[src/rtl/teaf_ram.sv]
// Generic single-write, single-read RAM with registered read data.
module teaf_ram #(
    parameter int WIDTH = 8,
    parameter int DEPTH = 16
) (
    input  logic                     aclk,
    input  logic                     wr_en,
    input  logic [$clog2(DEPTH)-1:0] wr_addr,
    input  logic [WIDTH-1:0]         wr_data,
    input  logic                     rd_en,
    input  logic [$clog2(DEPTH)-1:0] rd_addr,
    output logic [WIDTH-1:0]         rd_data
);

    logic [WIDTH-1:0] mem_reg [DEPTH];
    logic [WIDTH-1:0] rd_data_reg;

    always_ff @(posedge aclk) begin
        if (wr_en) begin
            mem_reg[wr_addr] <= wr_data;
        end
        if (rd_en) begin
            rd_data_reg <= mem_reg[rd_addr];
        end
    end

    assign rd_data = rd_data_reg;

endmodule

[config.mk]
export PLATFORM = sky130hd
export DESIGN_NAME = teaf_ram
export DESIGN_NICKNAME = d
export VERILOG_FILES = /design/src/rtl/teaf_ram.sv
export SDC_FILE = /design/constraint.sdc
export NUM_CORES = 1
export LEC_CHECK = 0
export BUFFER_PORTS_ARGS = -buffer_cell sky130_fd_sc_hd__buf_2
export CAP_MARGIN = 20
export CORE_ASPECT_RATIO = 1.25
export CORE_MARGIN = 2
export CORE_UTILIZATION = 50
export DETAILED_ROUTE_END_ITERATION = 6
export GPL_ROUTABILITY_DRIVEN = 0
export PLACE_DENSITY = 0.65
export SLEW_MARGIN = 20
export SYNTH_ARGS = -nofsm -noshare
export SYNTH_HDL_FRONTEND = slang
export SYNTH_SLANG_ARGS = --single-unit
[constraint.sdc]
create_clock -name aclk -period 3.5 [get_ports aclk]
set_input_delay 0.7 -clock aclk [delete_from_list [all_inputs] [get_ports aclk]]
set_output_delay 0.7 -clock aclk [all_outputs]
set_load 0.03 [all_outputs]
==> run_results.csv <==
group,metric,value,unit
outcome,outcome,"finished, final reports clean",
worst_setup_path,cp-end-kind,"flip-flop",
detailed_routing,ant_nets,0,
global_route,grt.overflow.total,0,
detailed_routing,first_iter_violations,261,
global_route,antenna_found_initial,0,
power,vdd_ir_drop_max,0.0003876,V
timing,tightest_slew,0.9584,ns
power,pwr-share-clk,47.9,%
power,power_density,634.0,mW/mm^2
cells_and_area,largest_reg_flops,128,
worst_setup_path,r2r_slack,1.96,ns
die,fp.dieH,118.3,um
clocking,cts_buffer_depth,2,
die,dieWidth,95.46,um
timing,slew_headroom,35.87,%
clocking,post_cts_buffers,0,
clocking,cts_hold_buf,0,
clocking,clk_pin_slew,0.06,ns
worst_setup_path,worstRegToRegCells,3,
global_route,grt_pass1_wl,14040,um
logic_synthesis,synth_top_cell_area_share,78.12,%
timing,fmax,458.9,MHz
cells_and_area,final_core_util,60.11,%
worst_setup_path,cp_data_required_time,3.66,ns
clocking,clock_latency,0.41,ns
timing,final.setup.tns,0,ns
global_route,grt_pass1_vias,2429,
worst_setup_path,r2r-start,"mem_reg[2][5]",
timing,setup_viol_count_final,0,
clocking,cts_tree,"yes",
worst_setup_path,critPathKind,"in -> reg",
logic_synthesis,syn_area_per_cell,22.83,sq um
logic_synthesis,syn_nets,248,
clocking,h-tree-depth,4,
detailed_routing,first_pass_iters,5,
worst_setup_path,crit_path_max_fanout,13,
worst_setup_path,cp-startpoint,"rd_addr[0]",
cells_and_area,register_area,0.004084,sq mm
logic_synthesis,synth_cells,229,
detailed_routing,wl_met3,558,um
logic_synthesis,syn_area,0.005228,sq mm
clocking,clock_sinks,136,
global_route,grt_usage,18.16,%
flow_run,maxCapViolCount,0,
logic_synthesis,synth_most_common_cell,"edfxtp_1",
clocking,cts_made_buffers,17,
logic_synthesis,synth-seq-cells,136,
logic_synthesis,ys_warn_count,0,
detailed_routing,drcViolationCount,0,
die,initial_core_util,51.47,%
die,ios,27,
detailed_routing,routedWlPerCell,22.33,um
global_route,grt_max_degree,33,
worst_setup_path,cp-start-kind,"input port",
detailed_routing,wirelength,9201,um
timing,hold_viol_final,0,
cells_and_area,synthToLayoutAreaGrowth,16.80,%
placement,dp_slack,0.8786,ns
worst_setup_path,crit_arrival,2.34,ns
cells_and_area,finalNonFillerCells,412,
logic_synthesis,synthTopCellsByArea,"edfxtp_1 (78%), mux4_2 (7.8%), mux4_1 (7.0%)",
power,power_frac_comb,4.4,%
cells_and_area,n_antenna_cell,0,
worst_hold_path,hold_path_class,"in -> reg",
die,dieArea,0.01129,sq mm
power,pwr-share-seq,47.6,%
die,core,0.01016,sq mm
detailed_routing,vias,2402,
clocking,root_buffer,"clkbuf_16",
timing,layout_min_cycle_time,2.179,ns
logic_synthesis,ys_types,18,
worst_setup_path,timing.rr.end,"rd_data[5]",
timing,period_share,62.27,%
timing,fin_skew,0.005350,ns
power,p_sw_share,20.07,%
power,internal_power,3.094,mW
cells_and_area,n_fill_cell,749,
logic_synthesis,synth_top_cell_by_area,"edfxtp_1",
logic_synthesis,synth-edff-count,136,
detailed_routing,dr.max_layer_used,"met4",
logic_synthesis,yosys_most_used_dff,"edfxtp_1",
cells_and_area,final_layout_size_suffix_gt1_share,29.33,%
placement,dp.cells,380,
timing,drv_slew,0,
timing,rsz0062_at_grt,"false",
die,placementRows,41,
logic_synthesis,async_reset_ff_share,0,%
cells_and_area,multiInputGateArea,0.001057,sq mm
placement,port_buffers,26,
logic_synthesis,synth_seq_area_share,78.12,%
detailed_routing,routed_via_density,5.830,
placement,hpwl,5932,um
timing,fin_ws,1.321,ns
power,p_sw,0.7768,mW
clocking,post_cts_resized,0,
logic_synthesis,synth_common_cells,"edfxtp_1 (136), mux4_2 (18), a22oi_1 (16)",
power,p_leak,2.043,nW
detailed_routing,wl_met2,4813,um
cells_and_area,fin_nets,289,
worst_setup_path,cp-endpoint,"rd_data[2]",
detailed_routing,met1Wirelength,3679,um
[worst max-delay path, stage by stage]
cell	delay (ns)
buf_2	0.35
buf_4	0.32
mux4_1	0.57
a22oi_1	0.28
nand2_1	0.10
[metal layers]
layer / track usage (%) / up-vias
li1: - / 1069
met1: 23.73 / 1226
met2: 28.70 / 95
met3: 6.119 / 12
met4: 6.161 / 0
met5: 0 / -
[power by group through the flow]
stage               sequential [mW]  combinational [mW]  clock, mW
floorplan                      1.89              0.0926          0
global route                   1.85               0.187       1.95
global placement               1.88               0.170          0
CTS                            1.84               0.174       1.88
finish                         1.84               0.171       1.86
detailed placement             1.88               0.173          0
[layout by cell type, fill, tap and decap left out]
cell type     n
buf_4         6
buf_2        26
nand3_1       1
clkinv_4      5
bufinv_16     4
clkinvlp_4    2
and2b_1       1
nand2b_1      2
clkinv_2      3
edfxtp_1    136
nor3_1        4
clkbuf_16    17
and2_1        1
or3b_2        1
a22oi_1      16
inv_6         1
nand3b_1      2
mux4_2       18
mux4_1       14
nor2_1       13
nor2b_1       1
nand2_1       9
[per-stage QoR]
step	cell area, sq um	total power, mW	hold slack, ns
4_1_cts	6106	3.897	0.6271
6_report	6106	3.871	0.6363
3_5_place_dp	5478	2.051	0.7392
2_1_floorplan	5228	1.985	0.7048
3_3_place_gp	5478	2.047	0.7302
5_1_grt	6106	3.983	0.6291
[kinds of logic after synthesis]
| kind of cell | synth area share, % |
|---|---|
| mux | 14.79 |
| simple gates | 3.136 |
| buf+inv | 1.651 |
| compound gates | 2.298 |
| flops | 78.12 |
[cell type report]
class,count,area share (%)
Sequential cell,136,66.89
Multi-Input combinational cell,83,17.32
Clock inverter,15,3.320
Timing Repair Buffer,32,2.869
Clock buffer,17,6.967
Tap cell,129,2.643
[worst min-delay path by stage]
stage,start,to,depth (start not counted)
after floorplan,mem_reg[7][0],rd_data[0],3
after global placement,mem_reg[12][4],rd_data[4],3
after detailed placement,mem_reg[12][4],rd_data[4],3
after CTS,rd_en,rd_data[6],1
after global routing,rd_en,rd_data[4],1
final,rd_en,rd_data[6],1
(Power assumes the default switching activity.)
