### src/rtl/teaf_pkg.sv
// Shared types and constants of the triangle edge adjacency finder.
package teaf_pkg;

    localparam int MAX_FACES     = 1024;
    localparam int VERTEX_BITS   = 16;
    localparam int MAX_NEIGHBORS = 16;

    localparam int FACE_AW     = $clog2(MAX_FACES);
    localparam int SCAN_W      = $clog2(MAX_FACES + 1);
    localparam int CNT_W       = $clog2(MAX_NEIGHBORS + 1);
    localparam int QUEUE_DEPTH = 2;
    localparam int QPTR_W      = $clog2(QUEUE_DEPTH);
    localparam int QCNT_W      = $clog2(QUEUE_DEPTH + 1);

    localparam int PADDR_W     = 3;
    localparam int PDATA_W     = 32;
    localparam int FCOUNT_W    = 11;
    localparam logic [FCOUNT_W-1:0] FCOUNT_RESET = FCOUNT_W'(1);

    localparam logic REG_FACE_COUNT = 1'b0;
    localparam logic FUNC_LOAD      = 1'b0;
    localparam logic FUNC_QUERY     = 1'b1;

    typedef struct packed {
        logic        func;
        logic [9:0]  face_slot;
        logic [15:0] vertex_a;
        logic [15:0] vertex_b;
        logic [15:0] vertex_c;
    } in_item_t;

    typedef struct packed {
        logic [9:0] neighbor_slot;
        logic       found;
        logic       last;
        logic       overflow;
    } out_item_t;

    typedef logic [VERTEX_BITS-1:0] vertex_t;

    typedef struct packed {
        vertex_t c;
        vertex_t b;
        vertex_t a;
    } face_t;

    localparam int FACE_W = $bits(face_t);

    typedef enum logic [1:0] {
        CMD_LOAD,
        CMD_QUERY,
        CMD_EMPTY
    } cmd_kind_t;

    typedef struct packed {
        cmd_kind_t          kind;
        logic [FACE_AW-1:0] slot;
        face_t              face;
    } cmd_t;

    typedef enum logic [1:0] {
        BK_IDLE,
        BK_QCAP,
        BK_SCAN,
        BK_FLUSH
    } back_state_t;

    typedef struct packed {
        logic               wr_en;
        logic [FACE_AW-1:0] wr_addr;
        face_t              wr_data;
        logic               rd_en;
        logic [FACE_AW-1:0] rd_addr;
    } ram_ctrl_t;

    function automatic vertex_t fit_vertex(input logic [15:0] v);
        return VERTEX_BITS'(v);
    endfunction

endpackage

### src/rtl/teaf_back.sv
// Back end: write loaded faces and scan the face store for each query.
module teaf_back (
    input  logic                            aclk,
    input  logic                            aresetn,
    input  logic                            cmd_valid,
    input  teaf_pkg::cmd_t                  cmd_head,
    output logic                            cmd_pop,
    input  logic [teaf_pkg::SCAN_W-1:0]     limit,
    output teaf_pkg::ram_ctrl_t             ram_ctrl,
    input  teaf_pkg::face_t                 rd_face,
    output logic                            m_valid,
    input  logic                            m_ready,
    output teaf_pkg::out_item_t             m_data
);

    teaf_pkg::back_state_t              state_reg, state_next;
    teaf_pkg::face_t                    qface_reg, qface_next;
    logic [teaf_pkg::SCAN_W-1:0]        limit_reg, limit_next;
    logic [teaf_pkg::SCAN_W-1:0]        scan_reg, scan_next;
    logic                               s1_valid_reg, s1_valid_next;
    logic [teaf_pkg::FACE_AW-1:0]       s1_slot_reg, s1_slot_next;
    logic                               pend_valid_reg, pend_valid_next;
    logic [teaf_pkg::FACE_AW-1:0]       pend_slot_reg, pend_slot_next;
    logic [teaf_pkg::CNT_W-1:0]         cnt_reg, cnt_next;
    logic                               out_valid_reg, out_valid_next;
    teaf_pkg::out_item_t                out_data_reg, out_data_next;

    logic       out_free;
    logic [1:0] hit_a, hit_b, hit_c;
    logic       match;
    logic       hold;
    logic       ovf_hit;
    logic       scan_done;

    assign out_free = !out_valid_reg || m_ready;

    always_comb begin
        hit_a = {1'b0, (qface_reg.a == rd_face.a) || (qface_reg.a == rd_face.b)
                       || (qface_reg.a == rd_face.c)};
        hit_b = {1'b0, (qface_reg.b == rd_face.a) || (qface_reg.b == rd_face.b)
                       || (qface_reg.b == rd_face.c)};
        hit_c = {1'b0, (qface_reg.c == rd_face.a) || (qface_reg.c == rd_face.b)
                       || (qface_reg.c == rd_face.c)};
        match = s1_valid_reg && ((hit_a + hit_b + hit_c) == 2'd2);
    end

    assign hold      = match && pend_valid_reg && !out_free;
    assign ovf_hit   = match && pend_valid_reg
                       && (cnt_reg == teaf_pkg::CNT_W'(teaf_pkg::MAX_NEIGHBORS));
    assign scan_done = !s1_valid_reg && (scan_reg == limit_reg);

    always_comb begin
        state_next = state_reg;
        case (state_reg)
            teaf_pkg::BK_IDLE: begin
                if (cmd_valid) begin
                    case (cmd_head.kind)
                        teaf_pkg::CMD_QUERY: state_next = teaf_pkg::BK_QCAP;
                        teaf_pkg::CMD_EMPTY: state_next = teaf_pkg::BK_FLUSH;
                        default:             state_next = teaf_pkg::BK_IDLE;
                    endcase
                end
            end
            teaf_pkg::BK_QCAP: begin
                state_next = (limit_reg == '0) ? teaf_pkg::BK_FLUSH : teaf_pkg::BK_SCAN;
            end
            teaf_pkg::BK_SCAN: begin
                if (ovf_hit && !hold) begin
                    state_next = teaf_pkg::BK_IDLE;
                end else if (scan_done) begin
                    state_next = teaf_pkg::BK_FLUSH;
                end
            end
            teaf_pkg::BK_FLUSH: begin
                if (out_free) begin
                    state_next = teaf_pkg::BK_IDLE;
                end
            end
            default: state_next = teaf_pkg::BK_IDLE;
        endcase
    end

    always_comb begin
        cmd_pop          = 1'b0;
        ram_ctrl.wr_en   = 1'b0;
        ram_ctrl.wr_addr = cmd_head.slot;
        ram_ctrl.wr_data = cmd_head.face;
        ram_ctrl.rd_en   = 1'b0;
        ram_ctrl.rd_addr = cmd_head.slot;
        qface_next       = qface_reg;
        limit_next       = limit_reg;
        scan_next        = scan_reg;
        s1_valid_next    = s1_valid_reg;
        s1_slot_next     = s1_slot_reg;
        pend_valid_next  = pend_valid_reg;
        pend_slot_next   = pend_slot_reg;
        cnt_next         = cnt_reg;
        out_valid_next   = out_valid_reg && !m_ready;
        out_data_next    = out_data_reg;
        case (state_reg)
            teaf_pkg::BK_IDLE: begin
                if (cmd_valid) begin
                    cmd_pop         = 1'b1;
                    pend_valid_next = 1'b0;
                    case (cmd_head.kind)
                        teaf_pkg::CMD_LOAD: begin
                            ram_ctrl.wr_en = 1'b1;
                        end
                        teaf_pkg::CMD_QUERY: begin
                            ram_ctrl.rd_en = 1'b1;
                            limit_next     = limit;
                            scan_next      = '0;
                            s1_valid_next  = 1'b0;
                            cnt_next       = '0;
                        end
                        default: begin
                        end
                    endcase
                end
            end
            teaf_pkg::BK_QCAP: begin
                qface_next = rd_face;
            end
            teaf_pkg::BK_SCAN: begin
                if (match && !hold) begin
                    if (pend_valid_reg) begin
                        out_valid_next              = 1'b1;
                        out_data_next.neighbor_slot = 10'(pend_slot_reg);
                        out_data_next.found         = 1'b1;
                        out_data_next.last          = ovf_hit;
                        out_data_next.overflow      = ovf_hit;
                    end
                    if (!ovf_hit) begin
                        pend_valid_next = 1'b1;
                        pend_slot_next  = s1_slot_reg;
                        cnt_next        = cnt_reg + 1'b1;
                    end
                end
                if (!hold && !ovf_hit) begin
                    if (scan_reg < limit_reg) begin
                        ram_ctrl.rd_en   = 1'b1;
                        ram_ctrl.rd_addr = scan_reg[teaf_pkg::FACE_AW-1:0];
                        s1_valid_next    = 1'b1;
                        s1_slot_next     = scan_reg[teaf_pkg::FACE_AW-1:0];
                        scan_next        = scan_reg + 1'b1;
                    end else begin
                        s1_valid_next = 1'b0;
                    end
                end
            end
            teaf_pkg::BK_FLUSH: begin
                if (out_free) begin
                    out_valid_next              = 1'b1;
                    out_data_next.neighbor_slot = pend_valid_reg ? 10'(pend_slot_reg) : '0;
                    out_data_next.found         = pend_valid_reg;
                    out_data_next.last          = 1'b1;
                    out_data_next.overflow      = 1'b0;
                end
            end
            default: begin
            end
        endcase
    end

    always_ff @(posedge aclk) begin
        if (!aresetn) begin
            state_reg      <= teaf_pkg::BK_IDLE;
            s1_valid_reg   <= 1'b0;
            pend_valid_reg <= 1'b0;
            cnt_reg        <= '0;
            scan_reg       <= '0;
            limit_reg      <= '0;
            out_valid_reg  <= 1'b0;
        end else begin
            state_reg      <= state_next;
            s1_valid_reg   <= s1_valid_next;
            pend_valid_reg <= pend_valid_next;
            cnt_reg        <= cnt_next;
            scan_reg       <= scan_next;
            limit_reg      <= limit_next;
            out_valid_reg  <= out_valid_next;
        end
    end

    always_ff @(posedge aclk) begin
        qface_reg     <= qface_next;
        s1_slot_reg   <= s1_slot_next;
        pend_slot_reg <= pend_slot_next;
        out_data_reg  <= out_data_next;
    end

    assign m_valid = out_valid_reg;
    assign m_data  = out_data_reg;

endmodule

### config.mk
export PLATFORM = sky130hd
export DESIGN_NAME = teaf_back
export DESIGN_NICKNAME = d
export VERILOG_FILES = /design/src/rtl/teaf_pkg.sv /design/src/rtl/teaf_back.sv
export SDC_FILE = /design/constraint.sdc
export NUM_CORES = 1
export LEC_CHECK = 0
export BUFFER_PORTS_ARGS = -buffer_cell sky130_fd_sc_hd__buf_2
export CAP_MARGIN = 15
export CORE_MARGIN = 3
export CORE_UTILIZATION = 24
export CTS_CLUSTER_DIAMETER = 120
export DETAILED_ROUTE_END_ITERATION = 6
export PLACE_DENSITY = 0.46
export SLEW_MARGIN = 20
export SYNTH_ARGS = -nofsm -noshare
export SYNTH_HDL_FRONTEND = slang
export SYNTH_SLANG_ARGS = --single-unit
### constraint.sdc
create_clock -name aclk -period 5.7 [get_ports aclk]
set_input_delay 1.14 -clock aclk [delete_from_list [all_inputs] [get_ports aclk]]
set_output_delay 1.14 -clock aclk [all_outputs]
set_load 0.01 [all_outputs]
==> results_dict.tcl <==
set metrics [dict create \
    syn_nets 753 \
    wl_met1_um 8550 \
    drive_gt1_share_pct 24.4 \
    crit_chain "buf_2, xor2_1, nor4_1, buf_4, nand4_1, nand3_1, fa_1, and4b_4, a21boi_1, or4_4, or2_1, buf_4, mux2_4, buf_2" \
    synth.distinct_cells 54 \
    yosys.area.top_type "edfxtp_1" \
    met2_length_um 8060 \
    cts_tree "done" \
    fmax_mhz 182 \
    worstHoldPathType "reg2reg" \
    nFillCells 2849 \
    dieArea_sq_mm 0.0298 \
    insertion_delay_ps 420 \
    synth.top_cell.area_share_pct 36.5 \
    cts-htree-levels 4 \
    powerDensity_mw_per_mm2 328 \
    grt-ovfl-total 0 \
    syn_to_final_growth_pct 17.8 \
    multi_input_area_sq_mm 0.00303 \
    min_period_over_period_pct 96.2 \
    dr_wl_met3_um 836 \
    synthArstFlopShare_pct 0 \
    synth_compound_area_share_pct 6.34 \
    grt_pass1_vias 4799 \
    synth_edf_count 81 \
    finalPower_uw 2580 \
    place.gp.congestion 0.861 \
    vias_per_cell 4.44 \
    totalWireLength_um 17700 \
    p_seq_share_pct 42.0 \
    slew_headroom_pct 42.7 \
    cts.path.max_buffers 2 \
    fp.dieW_um 173 \
    synthTopCellsByCount "xor2_1 (146), edfxtp_1 (81), buf_4 (58)" \
    yosysWarnings 0 \
    cp_num_cells 14 \
    drc 0 \
    post_cts.repair.setup_buffers 0 \
    synth_mux_area_share_pct 2.03 \
    vias 4730 \
    pwr-share-clk_pct 39.2 \
    rows 60 \
    cts_buffers 17 \
    synth.most_common_cell "xor2_1" \
    grt_pass1_wl_um 27900 \
    ir_worst_vdd_mv 0.201 \
    top_layer "met5" \
    grt_max_degree 49 \
    drtIter0Drc 266 \
    gr-usage-all-layers_pct 11.9 \
    cp_top_family "simple AND/OR/NAND/NOR gates" \
    sw_frac_of_total_pct 31.0 \
    arrival_ps 4350 \
    final_max_slew_viol_count 0 \
    synth_adder_area_share_pct 3.49 \
    r2r_cells 11 \
    synthFlopType "edfxtp_1" \
    crit_slowest_cell "fa_1" \
    antennaDiodeCount 0 \
    stdcell_count 1065 \
    start_util_pct 24.6 \
    postSynthCellCount 612 \
    ys_ff_latch 113 \
    period_needed_ps 5490 \
    synth_top_family_by_area "XOR/XNOR gates" \
    maxCapViolations 0 \
    combPwrFrac_pct 18.8 \
    dp.cells 1033 \
    holdPathStages 0 \
    skew_ps 19.4 \
    clk_pin_slew_ps 50 \
    cp-end-kind "output port" \
    antenna_found_initial 1 \
    cts_hold_buf 0 \
    hold_viol_final 0 \
    final-setup-viol-count 0 \
    worstMarginPinSlew_ps 857 \
    dp_hpwl_um 13700 \
    first_pass_iters 5 \
    largest_reg_flops 48 \
    ioPinCount 208 \
    intPower_uw 1780 \
    grt_setup_unrepaired "no" \
    ant_nets 0 \
    ys_seq_area_share_pct 46.1 \
    synthTopCellsByArea "edfxtp_1 (36%), xor2_1 (19%), dfxtp_1 (9.6%)" \
    p_leak_uw 0.00296 \
    slowest_delay_ps 470 \
    path_class "in2out" \
    yosys.area_share.simple_pct 14.1 \
    cp_max_fo 5 \
    critPathRequiredTime_ps 4560 \
    start_kind "primary input" \
    synth_xor_area_share_pct 19.3 \
    syn_area_sq_mm 0.00667 \
    switchingPower_uw 798 \
    tns_ps 0 \
    place.port_buffers 111 \
    crit_buf_inv 4 \
    clkSinkCount 113 \
    cts.root.buffer_cell "clkbuf_16" \
    register_area_sq_mm 0.00307 \
    status "complete, no violations" \
    routedWlPerCell_um 16.6 \
    syn_avg_cell_area_sq_um 10.9 \
    nets 821 \
    die_h_um 173 \
    core_area_sq_mm 0.0271 \
]
[per-stage QoR]
stage / setup slack [ps] / hold slack (ps) / cell area [sq um] / util [%]
3_5_place_dp: 168 / 405 / 7290 / 26.9
3_3_place_gp: 193 / 403 / 7290 / 26.9
5_1_grt: 23.9 / 422 / 7850 / 29.0
4_1_cts: 151 / 416 / 7850 / 29.0
6_report: 214 / 417 / 7850 / 29.0
2_1_floorplan: 860 / 400 / 6670 / -
[routing by layer]
metal / vias to the layer above / GRT usage (%)
li1: 2285 / -
met1: 2293 / 16.3
met3: 20 / 3.29
met5: - / 0
met4: 2 / 3.58
met2: 130 / 18.5
[kinds of logic after synthesis]
family                   after synthesis
flip-flops                           113
multiplexers                          10
adder cells (fa/ha/maj)               18
XOR/XNOR                             147
AND/OR/NAND/NOR                      165
buffers and inverters                 92
AO/OA/AOI/OAI                         67
[worst paths after layout]
kind | start | to | slack (ps)
worst max-delay path | rd_face[17] | ram_ctrl[7] | 210
worst min-delay path | s1_slot_reg[2]$_DFFE_PP_ | pend_slot_reg[2]$_DFFE_PP_ | 420
worst max register to register | qface_reg[7]$_DFFE_PP_ | s1_slot_reg[9]$_DFFE_PP_ | 1990
worst min register to register | s1_slot_reg[2]$_DFFE_PP_ | pend_slot_reg[2]$_DFFE_PP_ | 420
[worst reg2reg max path: stages, from the launching register on]
cell and delay [ps]:
edfxtp_1 460, xor2_1 210, nor4_1 530, nand4_1 150
nand3_1 130, fa_1 220, and4b_4 230, a21boi_1 150
or4_4 490, or2_1 310, buf_4 170, inv_1 300
[final cells by class]
| type | instances | share of cell area (%) |
|---|---|---|
| Sequential cell | 113 | 39.1 |
| Timing Repair Buffer | 123 | 8.38 |
| Tap cell | 372 | 5.93 |
| Clock buffer | 17 | 5.42 |
| Inverter | 18 | 0.860 |
| Multi-Input combinational cell | 407 | 38.6 |
| Clock inverter | 15 | 1.70 |
[repair_timing]
action,in CTS,in global routing
resized for setup,0,1
hold endpoints to repair,0,0
setup endpoints to repair,0,9
[power groups by stage]
stage	registers [uW]	logic (uW)	clock network, uW
floorplan	1080	344	0
global placement	1100	492	0
detailed placement	1100	488	0
CTS	1080	491	1030
global route	1090	534	1070
finish	1080	485	1010
[cells in the final DEF, fill, tap and decap left out, drive strengths merged, types with 4 or more instances in the layout]
master,n
dfxtp,32
nand4,12
nand2,37
clkinv,5
a31oi,7
inv,22
clkbuf,17
and2,12
clkinvlp,5
ha,17
or4,7
o211ai,12
nand3,15
edfxtp,81
xor2,146
buf,123
mux2,10
o21ai,10
nor2,14
a21oi,24
nor2b,4
nor4,39
Note: power is estimated with default switching activity, not from simulation.
