<file path="src/rtl/teaf_pkg.sv">
// Shared types and constants of the triangle edge adjacency finder.
package teaf_pkg;

    localparam int MAX_FACES     = 1024;
    localparam int VERTEX_BITS   = 16;
    localparam int MAX_NEIGHBORS = 16;

    localparam int FACE_AW     = $clog2(MAX_FACES);
    localparam int SCAN_W      = $clog2(MAX_FACES + 1);
    localparam int CNT_W       = $clog2(MAX_NEIGHBORS + 1);
    localparam int QUEUE_DEPTH = 2;
    localparam int QPTR_W      = $clog2(QUEUE_DEPTH);
    localparam int QCNT_W      = $clog2(QUEUE_DEPTH + 1);

    localparam int PADDR_W     = 3;
    localparam int PDATA_W     = 32;
    localparam int FCOUNT_W    = 11;
    localparam logic [FCOUNT_W-1:0] FCOUNT_RESET = FCOUNT_W'(1);

    localparam logic REG_FACE_COUNT = 1'b0;
    localparam logic FUNC_LOAD      = 1'b0;
    localparam logic FUNC_QUERY     = 1'b1;

    typedef struct packed {
        logic        func;
        logic [9:0]  face_slot;
        logic [15:0] vertex_a;
        logic [15:0] vertex_b;
        logic [15:0] vertex_c;
    } in_item_t;

    typedef struct packed {
        logic [9:0] neighbor_slot;
        logic       found;
        logic       last;
        logic       overflow;
    } out_item_t;

    typedef logic [VERTEX_BITS-1:0] vertex_t;

    typedef struct packed {
        vertex_t c;
        vertex_t b;
        vertex_t a;
    } face_t;

    localparam int FACE_W = $bits(face_t);

    typedef enum logic [1:0] {
        CMD_LOAD,
        CMD_QUERY,
        CMD_EMPTY
    } cmd_kind_t;

    typedef struct packed {
        cmd_kind_t          kind;
        logic [FACE_AW-1:0] slot;
        face_t              face;
    } cmd_t;

    typedef enum logic [1:0] {
        BK_IDLE,
        BK_QCAP,
        BK_SCAN,
        BK_FLUSH
    } back_state_t;

    typedef struct packed {
        logic               wr_en;
        logic [FACE_AW-1:0] wr_addr;
        face_t              wr_data;
        logic               rd_en;
        logic [FACE_AW-1:0] rd_addr;
    } ram_ctrl_t;

    function automatic vertex_t fit_vertex(input logic [15:0] v);
        return VERTEX_BITS'(v);
    endfunction

endpackage

</file>
<file path="src/rtl/teaf_front.sv">
// Input side: accept transfers, classify them and queue commands for the back end.
module teaf_front (
    input  logic              aclk,
    input  logic              aresetn,
    input  logic              s_valid,
    output logic              s_ready,
    input  teaf_pkg::in_item_t s_data,
    output logic              cmd_valid,
    output teaf_pkg::cmd_t    cmd_head,
    input  logic              cmd_pop
);

    teaf_pkg::cmd_t                 queue_reg [teaf_pkg::QUEUE_DEPTH];
    logic [teaf_pkg::QPTR_W-1:0]    wr_ptr_reg, wr_ptr_next;
    logic [teaf_pkg::QPTR_W-1:0]    rd_ptr_reg, rd_ptr_next;
    logic [teaf_pkg::QCNT_W-1:0]    count_reg, count_next;
    teaf_pkg::cmd_t                 new_cmd;
    logic                           push;
    logic                           pop;
    logic                           slot_ok;

    assign s_ready   = (count_reg != teaf_pkg::QCNT_W'(teaf_pkg::QUEUE_DEPTH));
    assign push      = s_valid && s_ready;
    assign cmd_valid = (count_reg != '0);
    assign pop       = cmd_pop && cmd_valid;
    assign cmd_head  = queue_reg[rd_ptr_reg];

    assign slot_ok = (32'(s_data.face_slot) < teaf_pkg::MAX_FACES);

    always_comb begin
        new_cmd.slot   = teaf_pkg::FACE_AW'(s_data.face_slot);
        new_cmd.face.a = teaf_pkg::fit_vertex(s_data.vertex_a);
        new_cmd.face.b = teaf_pkg::fit_vertex(s_data.vertex_b);
        new_cmd.face.c = teaf_pkg::fit_vertex(s_data.vertex_c);
        if (s_data.func == teaf_pkg::FUNC_QUERY) begin
            new_cmd.kind = slot_ok ? teaf_pkg::CMD_QUERY : teaf_pkg::CMD_EMPTY;
        end else begin
            new_cmd.kind = teaf_pkg::CMD_LOAD;
        end
    end

    always_comb begin
        wr_ptr_next = wr_ptr_reg;
        rd_ptr_next = rd_ptr_reg;
        count_next  = count_reg;
        if (push) begin
            wr_ptr_next = (32'(wr_ptr_reg) == teaf_pkg::QUEUE_DEPTH - 1) ? '0
                                                                          : wr_ptr_reg + 1'b1;
        end
        if (pop) begin
            rd_ptr_next = (32'(rd_ptr_reg) == teaf_pkg::QUEUE_DEPTH - 1) ? '0
                                                                          : rd_ptr_reg + 1'b1;
        end
        if (push && !pop) begin
            count_next = count_reg + 1'b1;
        end else if (pop && !push) begin
            count_next = count_reg - 1'b1;
        end
    end

    always_ff @(posedge aclk) begin
        if (!aresetn) begin
            wr_ptr_reg <= '0;
            rd_ptr_reg <= '0;
            count_reg  <= '0;
        end else begin
            wr_ptr_reg <= wr_ptr_next;
            rd_ptr_reg <= rd_ptr_next;
            count_reg  <= count_next;
        end
    end

    always_ff @(posedge aclk) begin
        if (push) begin
            queue_reg[wr_ptr_reg] <= new_cmd;
        end
    end

endmodule

</file>
<file path="config.mk">
export PLATFORM = sky130hd
export DESIGN_NAME = teaf_front
export DESIGN_NICKNAME = d
export VERILOG_FILES = /design/src/rtl/teaf_pkg.sv /design/src/rtl/teaf_front.sv
export SDC_FILE = /design/constraint.sdc
export NUM_CORES = 1
export LEC_CHECK = 0
export ABC_AREA = 1
export CORE_MARGIN = 2
export CORE_UTILIZATION = 50
export CTS_CLUSTER_DIAMETER = 50
export DETAILED_ROUTE_END_ITERATION = 16
export DONT_BUFFER_PORTS = 1
export PLACE_DENSITY = 0.63
export SYNTH_ARGS = -nofsm -noshare
export SYNTH_HDL_FRONTEND = slang
export SYNTH_SLANG_ARGS = --single-unit
</file>
<file path="constraint.sdc">
create_clock -name aclk -period 11.1 [get_ports aclk]
set_clock_uncertainty 0.1 [all_clocks]
set_input_delay 0.555 -clock aclk [delete_from_list [all_inputs] [get_ports aclk]]
set_output_delay 0.555 -clock aclk [all_outputs]
set_load 0.03 [all_outputs]
</file>
==> flow_metrics.py, run 1 <==
metrics = {
    "run_status": {
        "status": "completed",
    },
    "sta": {
        "setup_viol": 0,
        "final_hold_viol_count": 0,
        "finalCritPeriodShare_pct": 23.8,
        "slew_headroom_pct": 44.1,
        "worstMarginPinSlew_ns": 0.838,
        "post-route-min-period_ns": 2.65,
        "maxSlewViolCount": 0,
        "fmaxAchievable_mhz": 378,
        "totalNegativeSetupSlack_ns": 0,
        "grt_setup_unrepaired": "false",
    },
    "clocking": {
        "cts_setup_buffers": 0,
        "clk_path_buf_depth": 2,
        "cts-root-buf": "clkbuf_8",
        "cts_tree": "done",
        "cts_resized": 0,
        "cts_hold_buf": 0,
        "clk_pin_slew_ns": 0.05,
        "numClockSinks": 123,
        "insertion_delay_ns": 0.50,
        "htreeDepth": 4,
        "cts_buffers": 17,
    },
    "worst_setup_path": {
        "crit_path_max_fanout": 59,
        "r2r_start": "count_reg[0]",
        "path_class": "flip-flop to output port",
        "crit_path_start_kind": "flip-flop",
        "slowest_delay_ns": 0.65,
        "critPathArrivalTime_ns": 1.99,
        "r2r_setup_slack_ns": 8.66,
        "cp.required_ns": 10.45,
        "crit_slowest_cell": "buf_4",
        "crit_path_cell_trace": "buf_4 -> mux2_2",
        "end_kind": "output port",
    },
    "placed_design": {
        "numPortBuffers": 0,
        "globalplace.congestion": 0.704,
        "dp_hpwl_um": 4350,
        "placed_area_um2": 4660,
    },
    "power": {
        "p_leak_uw": 0.00176,
        "irDropWorstVdd_v": 0.000162,
        "total_power_uw": 1440,
        "power_density_nw_per_um2": 276,
    },
    "synth": {
        "synth.area.top_cells": "edfxtp_1, mux2_2, mux2_4, dfxtp_1, nand2_1",
        "synth-seq-cells": 123,
        "synth-simple-area-share_pct": 1.65,
        "synth.distinct_cells": 18,
        "synthAdderAreaFrac_pct": 0.275,
        "syn_inst": 223,
        "synth_area_um2": 4550,
        "syn-num-nets": 287,
        "syn_area_per_cell_um2": 20.4,
        "synthXorXnorAreaFrac_pct": 0,
        "synth_warnings": 0,
        "synth_mux_area_share_pct": 15.4,
        "yosys.area.top_type": "edfxtp_1",
        "synth_top_family_by_area": "multiplexers",
        "synth_seq_area_share_pct": 80.0,
        "synth_top_area_share_pct": 77.8,
        "synth-compound-area-share_pct": 0.495,
    },
    "routing": {
        "drtIter0Drc": 131,
        "routed_wl_um": 7150,
        "drc": 0,
        "wire_per_inst_um": 20.1,
        "avgViaCountPerCell": 5.48,
        "antenna_left": 0,
        "firstDrtPassIters": 4,
        "vias": 1945,
    },
    "floorplanning": {
        "coreArea_um2": 8760,
        "die-area_um2": 9890,
        "die_x_um": 99.4,
        "rows": 34,
        "chipHeight_um": 99.4,
        "start_util_pct": 52.0,
        "io_pins": 125,
    },
    "min_path": {
        "worstHoldStart": "s_data[4]",
        "min_path_type": "input port to flip-flop",
    },
    "layout": {
        "fin_nets": 301,
        "largest_reg_flops": 118,
        "area_delta_synth_final_pct": 14.4,
        "drive_gt1_share_pct": 36.0,
        "design_area_um2": 5210,
        "mostFrequentLayoutCell": "edfxtp_1",
        "insertedDiodeCount": 0,
        "layout_common_cells": "edfxtp_1, mux2_2, clkbuf_16, mux2_4, nand2_1",
    },
    "grt": {
        "grt_usage_pct": 14.8,
        "grt_pass1_vias": 1987,
        "antenna_found_initial": 0,
        "overflow": 0,
        "grt_start_max_net_pins": 60,
        "grt_pass1_wl_um": 10500,
    },
    "run": {
        "cap_violations": 0,
    },
}
==> final timing paths <==
check / end / cells after the start
setup / recovery: cmd_head[43] / 2
hold reg to reg: rd_ptr_reg / 2
setup reg to reg: queue_reg[1][42] / 5
hold / removal: queue_reg[1][36] / 0
==> where the power goes <==
part           internal (µW)  switching (µW)  total [µW]
clock network            333             172         505
logic                   87.7             240         328
registers                588            15.3         604
total                   1010             427        1440
==> layout make-up <==
| type | instances | area, µm² |
|---|---|---|
| Timing Repair Buffer | 3 | 22.5 |
| Clock inverter | 11 | 130 |
| Inverter | 8 | 30.0 |
| Fill cell | 636 | 3550 |
| Clock buffer | 18 | 418 |
| Multi-Input combinational cell | 84 | 831 |
| Tap cell | 108 | 135 |
| Sequential cell | 123 | 3640 |
==> per-layer routing <==
layer	part of all wire [%]	vias up	global-route usage, %	wire, µm
met4	1.5	0	6.64	106
met5	0	-	0	0
li1	-	884	-	-
met2	51	87	24.3	3620
met1	39	962	15.5	2750
met3	9.4	12	8.57	670
==> cells by family after synthesis <==
kind of cell / count (synthesis)
muxes: 59
AOI/OAI and AO/OA: 4
and+or+nand+nor: 19
DFF: 123
other: 1
adders and majority gates: 1
buffers and inverters: 16
==> synthesized netlist by cell type <==
cell / n
conb_1: 1
mux2_2: 49
buf_2: 4
buf_8: 1
buf_4: 1
buf_6: 2
mux2_4: 10
o21a_1: 1
nand2_1: 9
nand4_1: 1
o21ai_0: 2
nand3_1: 1
inv_1: 8
edfxtp_1: 118
a21oi_1: 1
ha_1: 1
dfxtp_1: 5
nor2_1: 8
==> stage by stage <==
step	std cells	utilization (%)	worst slack, ns	hold WS [ns]
after floorplan	223	-	7.24	0.367
after global placement	326	53.2	8.71	0.379
after detailed placement	326	53.2	8.64	0.396
after CTS	355	59.5	8.38	0.0123
after global routing	355	59.5	8.33	0.0125
final	355	59.5	8.45	0.0475
==> worst max-delay path, delay by kind of cell (launching register included) <==
family                 cells  cell delay [ns]
buffers and inverters      1             0.65
muxes                      1             0.51
DFF                        1             0.31
(Power assumes the default switching activity.)
==> inputs of run 2 (changes only) <==
--- a/config.mk
+++ b/config.mk
@@ -11,7 +11,7 @@
 export CTS_CLUSTER_DIAMETER = 50
 export DETAILED_ROUTE_END_ITERATION = 16
 export DONT_BUFFER_PORTS = 1
-export PLACE_DENSITY = 0.63
+export PLACE_DENSITY = 0.66
 export SYNTH_ARGS = -nofsm -noshare
 export SYNTH_HDL_FRONTEND = slang
 export SYNTH_SLANG_ARGS = --single-unit
==> constraint.sdc (replaced) <==
create_clock -name aclk -period 2.39 [get_ports aclk]
set_clock_uncertainty 0.1 [all_clocks]
set_input_delay 0.1195 -clock aclk [delete_from_list [all_inputs] [get_ports aclk]]
set_output_delay 0.1195 -clock aclk [all_outputs]
set_load 0.03 [all_outputs]
==> run 2 against run 1 <==
  * Clock-buffer cell count is 1 higher
  * Cell area up 13%
  * Routed wire length grew 6.6%
  * Register-to-register slack worse by 8.2 ns
  * Clock power rose to 4.8 times the previous value
  * Critical path depth grew 8
  * Sequential power rose to 4.7 times the previous value
  * Combinational power grew to 5.0 times the previous value
  * Setup slack worse by 8.0 ns
  * Largest cell class unchanged
==> flow_metrics.py, run 2 (synthesis results as in run 1) <==
metrics = {
    "clocking": {
        "cts_tree": "done",
        "htreeDepth": 4,
        "cts-root-buf": "clkbuf_8",
        "cts_buffers": 17,
        "cts_resized": 0,
        "cts_setup_buffers": 0,
        "clk_path_buf_depth": 2,
        "numClockSinks": 123,
        "insertion_delay_ns": 0.50,
        "clk_pin_slew_ns": 0.06,
        "cts_hold_buf": 62,
    },
    "power": {
        "p_leak_uw": 0.00205,
        "irDropWorstVdd_v": 0.000907,
        "seq_power_share_pct": 40.8,
        "switchingPower_uw": 2070,
        "internal-power_uw": 4810,
        "comb_power_share_pct": 24.0,
        "total_power_uw": 6880,
        "switching_share_pct": 30.1,
        "pwr-share-clk_pct": 35.2,
        "power_density_nw_per_um2": 1170,
    },
    "routing": {
        "drc": 0,
        "avgViaCountPerCell": 5.15,
        "wire_per_inst_um": 18.1,
        "drtIter0Drc": 122,
        "firstDrtPassIters": 4,
        "antenna_left": 0,
        "routed_wl_um": 7620,
        "vias": 2165,
    },
    "grt": {
        "grt_start_max_net_pins": 60,
        "overflow": 0,
        "antenna_found_initial": 0,
        "grt_pass1_vias": 2329,
        "grt_usage_pct": 16.2,
        "grt_pass1_wl_um": 11800,
    },
    "layout": {
        "final_util_pct": 67.3,
        "mostFrequentLayoutCell": "edfxtp_1",
        "fin_nets": 363,
        "area_delta_synth_final_pct": 29.4,
        "layout_common_cells": "edfxtp_1, dlygate4sd3_1, mux2_2, clkbuf_16, mux2_4",
        "insertedDiodeCount": 0,
        "design_area_um2": 5890,
        "nFillCells": 584,
        "regArea_um2": 3640,
        "drive_gt1_share_pct": 30.1,
        "largest_reg_flops": 118,
        "multi_input_area_um2": 831,
    },
    "worst_setup_path": {
        "cp.required_ns": 2.73,
        "path_class": "flip-flop to flip-flop",
        "crit_slowest_cell": "ha_1",
        "rr_worst_depth": 10,
        "slowest_delay_ns": 0.34,
        "critPathArrivalTime_ns": 2.29,
        "cp-startpoint": "count_reg[0]",
        "critical_path_depth": 10,
        "end_kind": "flip-flop",
        "r2r_start": "count_reg[0]",
        "critPathBufInv": 4,
        "crit_family": "simple AND/OR/NAND/NOR gates",
        "crit_path_start_kind": "flip-flop",
        "cp_common_cell": "inv_1",
        "crit_path_cell_trace": "inv_1 -> nand2_1 -> nand2_1 -> inv_1 -> ha_1 -> inv_1 -> nand3_1 -> nand2_1 -> inv_1 -> nor2_1",
        "crit_path_max_fanout": 5,
    },
    "sta": {
        "fmaxAchievable_mhz": 511,
        "finalCritPeriodShare_pct": 81.9,
        "final_hold_viol_count": 0,
        "setup_viol": 0,
        "maxSlewViolCount": 0,
        "post-route-min-period_ns": 1.96,
        "grt_setup_unrepaired": "false",
    },
    "floorplanning": {
        "die_x_um": 99.4,
        "start_util_pct": 52.0,
        "chipHeight_um": 99.4,
        "io_pins": 125,
        "rows": 34,
        "die-area_um2": 9890,
        "coreArea_um2": 8760,
    },
    "placed_design": {
        "placed_area_um2": 4700,
        "globalplace.congestion": 0.668,
        "numPortBuffers": 0,
        "dp_hpwl_um": 4280,
    },
    "run": {
        "cap_violations": 0,
    },
    "min_path": {
        "min_path_type": "input port to flip-flop",
        "worstHoldStart": "s_data[46]",
        "hold_depth": 1,
    },
    "run_status": {
        "status": "completed",
    },
}
[run 2: cell count changes in the layout (fill, tap and decap cells not counted)]
cell / before / now
clkbuf_1: 1 / 2
clkinv_1: 4 / 1
clkinv_4: 0 / 2
buf_4: 3 / 0
dlygate4sd3_1: 0 / 62
clkinv_2: 2 / 5
buf_12: 0 / 3
[run 2: power groups by stage]
stage               Sequential [µW]  Clock [µW]  Combinational [µW]
finish                         2810        2420                1650
global route                   2830        2570                1750
CTS                            2810        2480                1680
detailed placement             2850           0                1580
global placement               2830           0                1560
floorplan                      2840           0                1380
[run 2: cell type report]
| class | instances | area share (%) |
|---|---|---|
| Clock buffer | 19 | 7.15 |
| Clock inverter | 13 | 2.57 |
| Inverter | 8 | 0.509 |
| Multi-Input combinational cell | 84 | 14.1 |
| Sequential cell | 123 | 61.8 |
| Tap cell | 108 | 2.29 |
| Timing Repair Buffer | 65 | 11.5 |
[run 2: layer usage]
layer	GRT usage, %	vias up	routed length [µm]
li1	-	1006	-
met1	17.5	1067	2940
met2	27.2	82	3980
met3	7.52	10	593
met4	7.69	0	101
met5	0	-	0
[run 2: worst register-to-register path: cells and delay by family, from the launching register on]
family	cells	cell delay, ns
AND/OR/NAND/NOR	5	0.77
buffers and inverters	4	0.37
adder cells (fa/ha/maj)	1	0.34
flip-flops	1	0.33
[run 2: worst paths after layout]
kind	slack (ns)	end
worst min register to register	0.41	rd_ptr_reg
worst min-delay path	0.16	queue_reg[1][14]
worst max-delay path	0.43	count_reg[1]
worst max register to register	0.43	count_reg[1]
[run 2: through the flow]
| step | cells | worst slack [ns] | hold slack [ns] | setup TNS (ns) |
|---|---|---|---|---|
| floorplan | 223 | -0.506 | 0.118 | -59.66 |
| global placement | 326 | 0.566 | 0.118 | 0 |
| detailed placement | 326 | 0.475 | 0.118 | 0 |
| CTS | 420 | 0.454 | 0.134 | 0 |
| global route | 420 | 0.247 | 0.141 | 0 |
| finish | 420 | 0.432 | 0.164 | 0 |
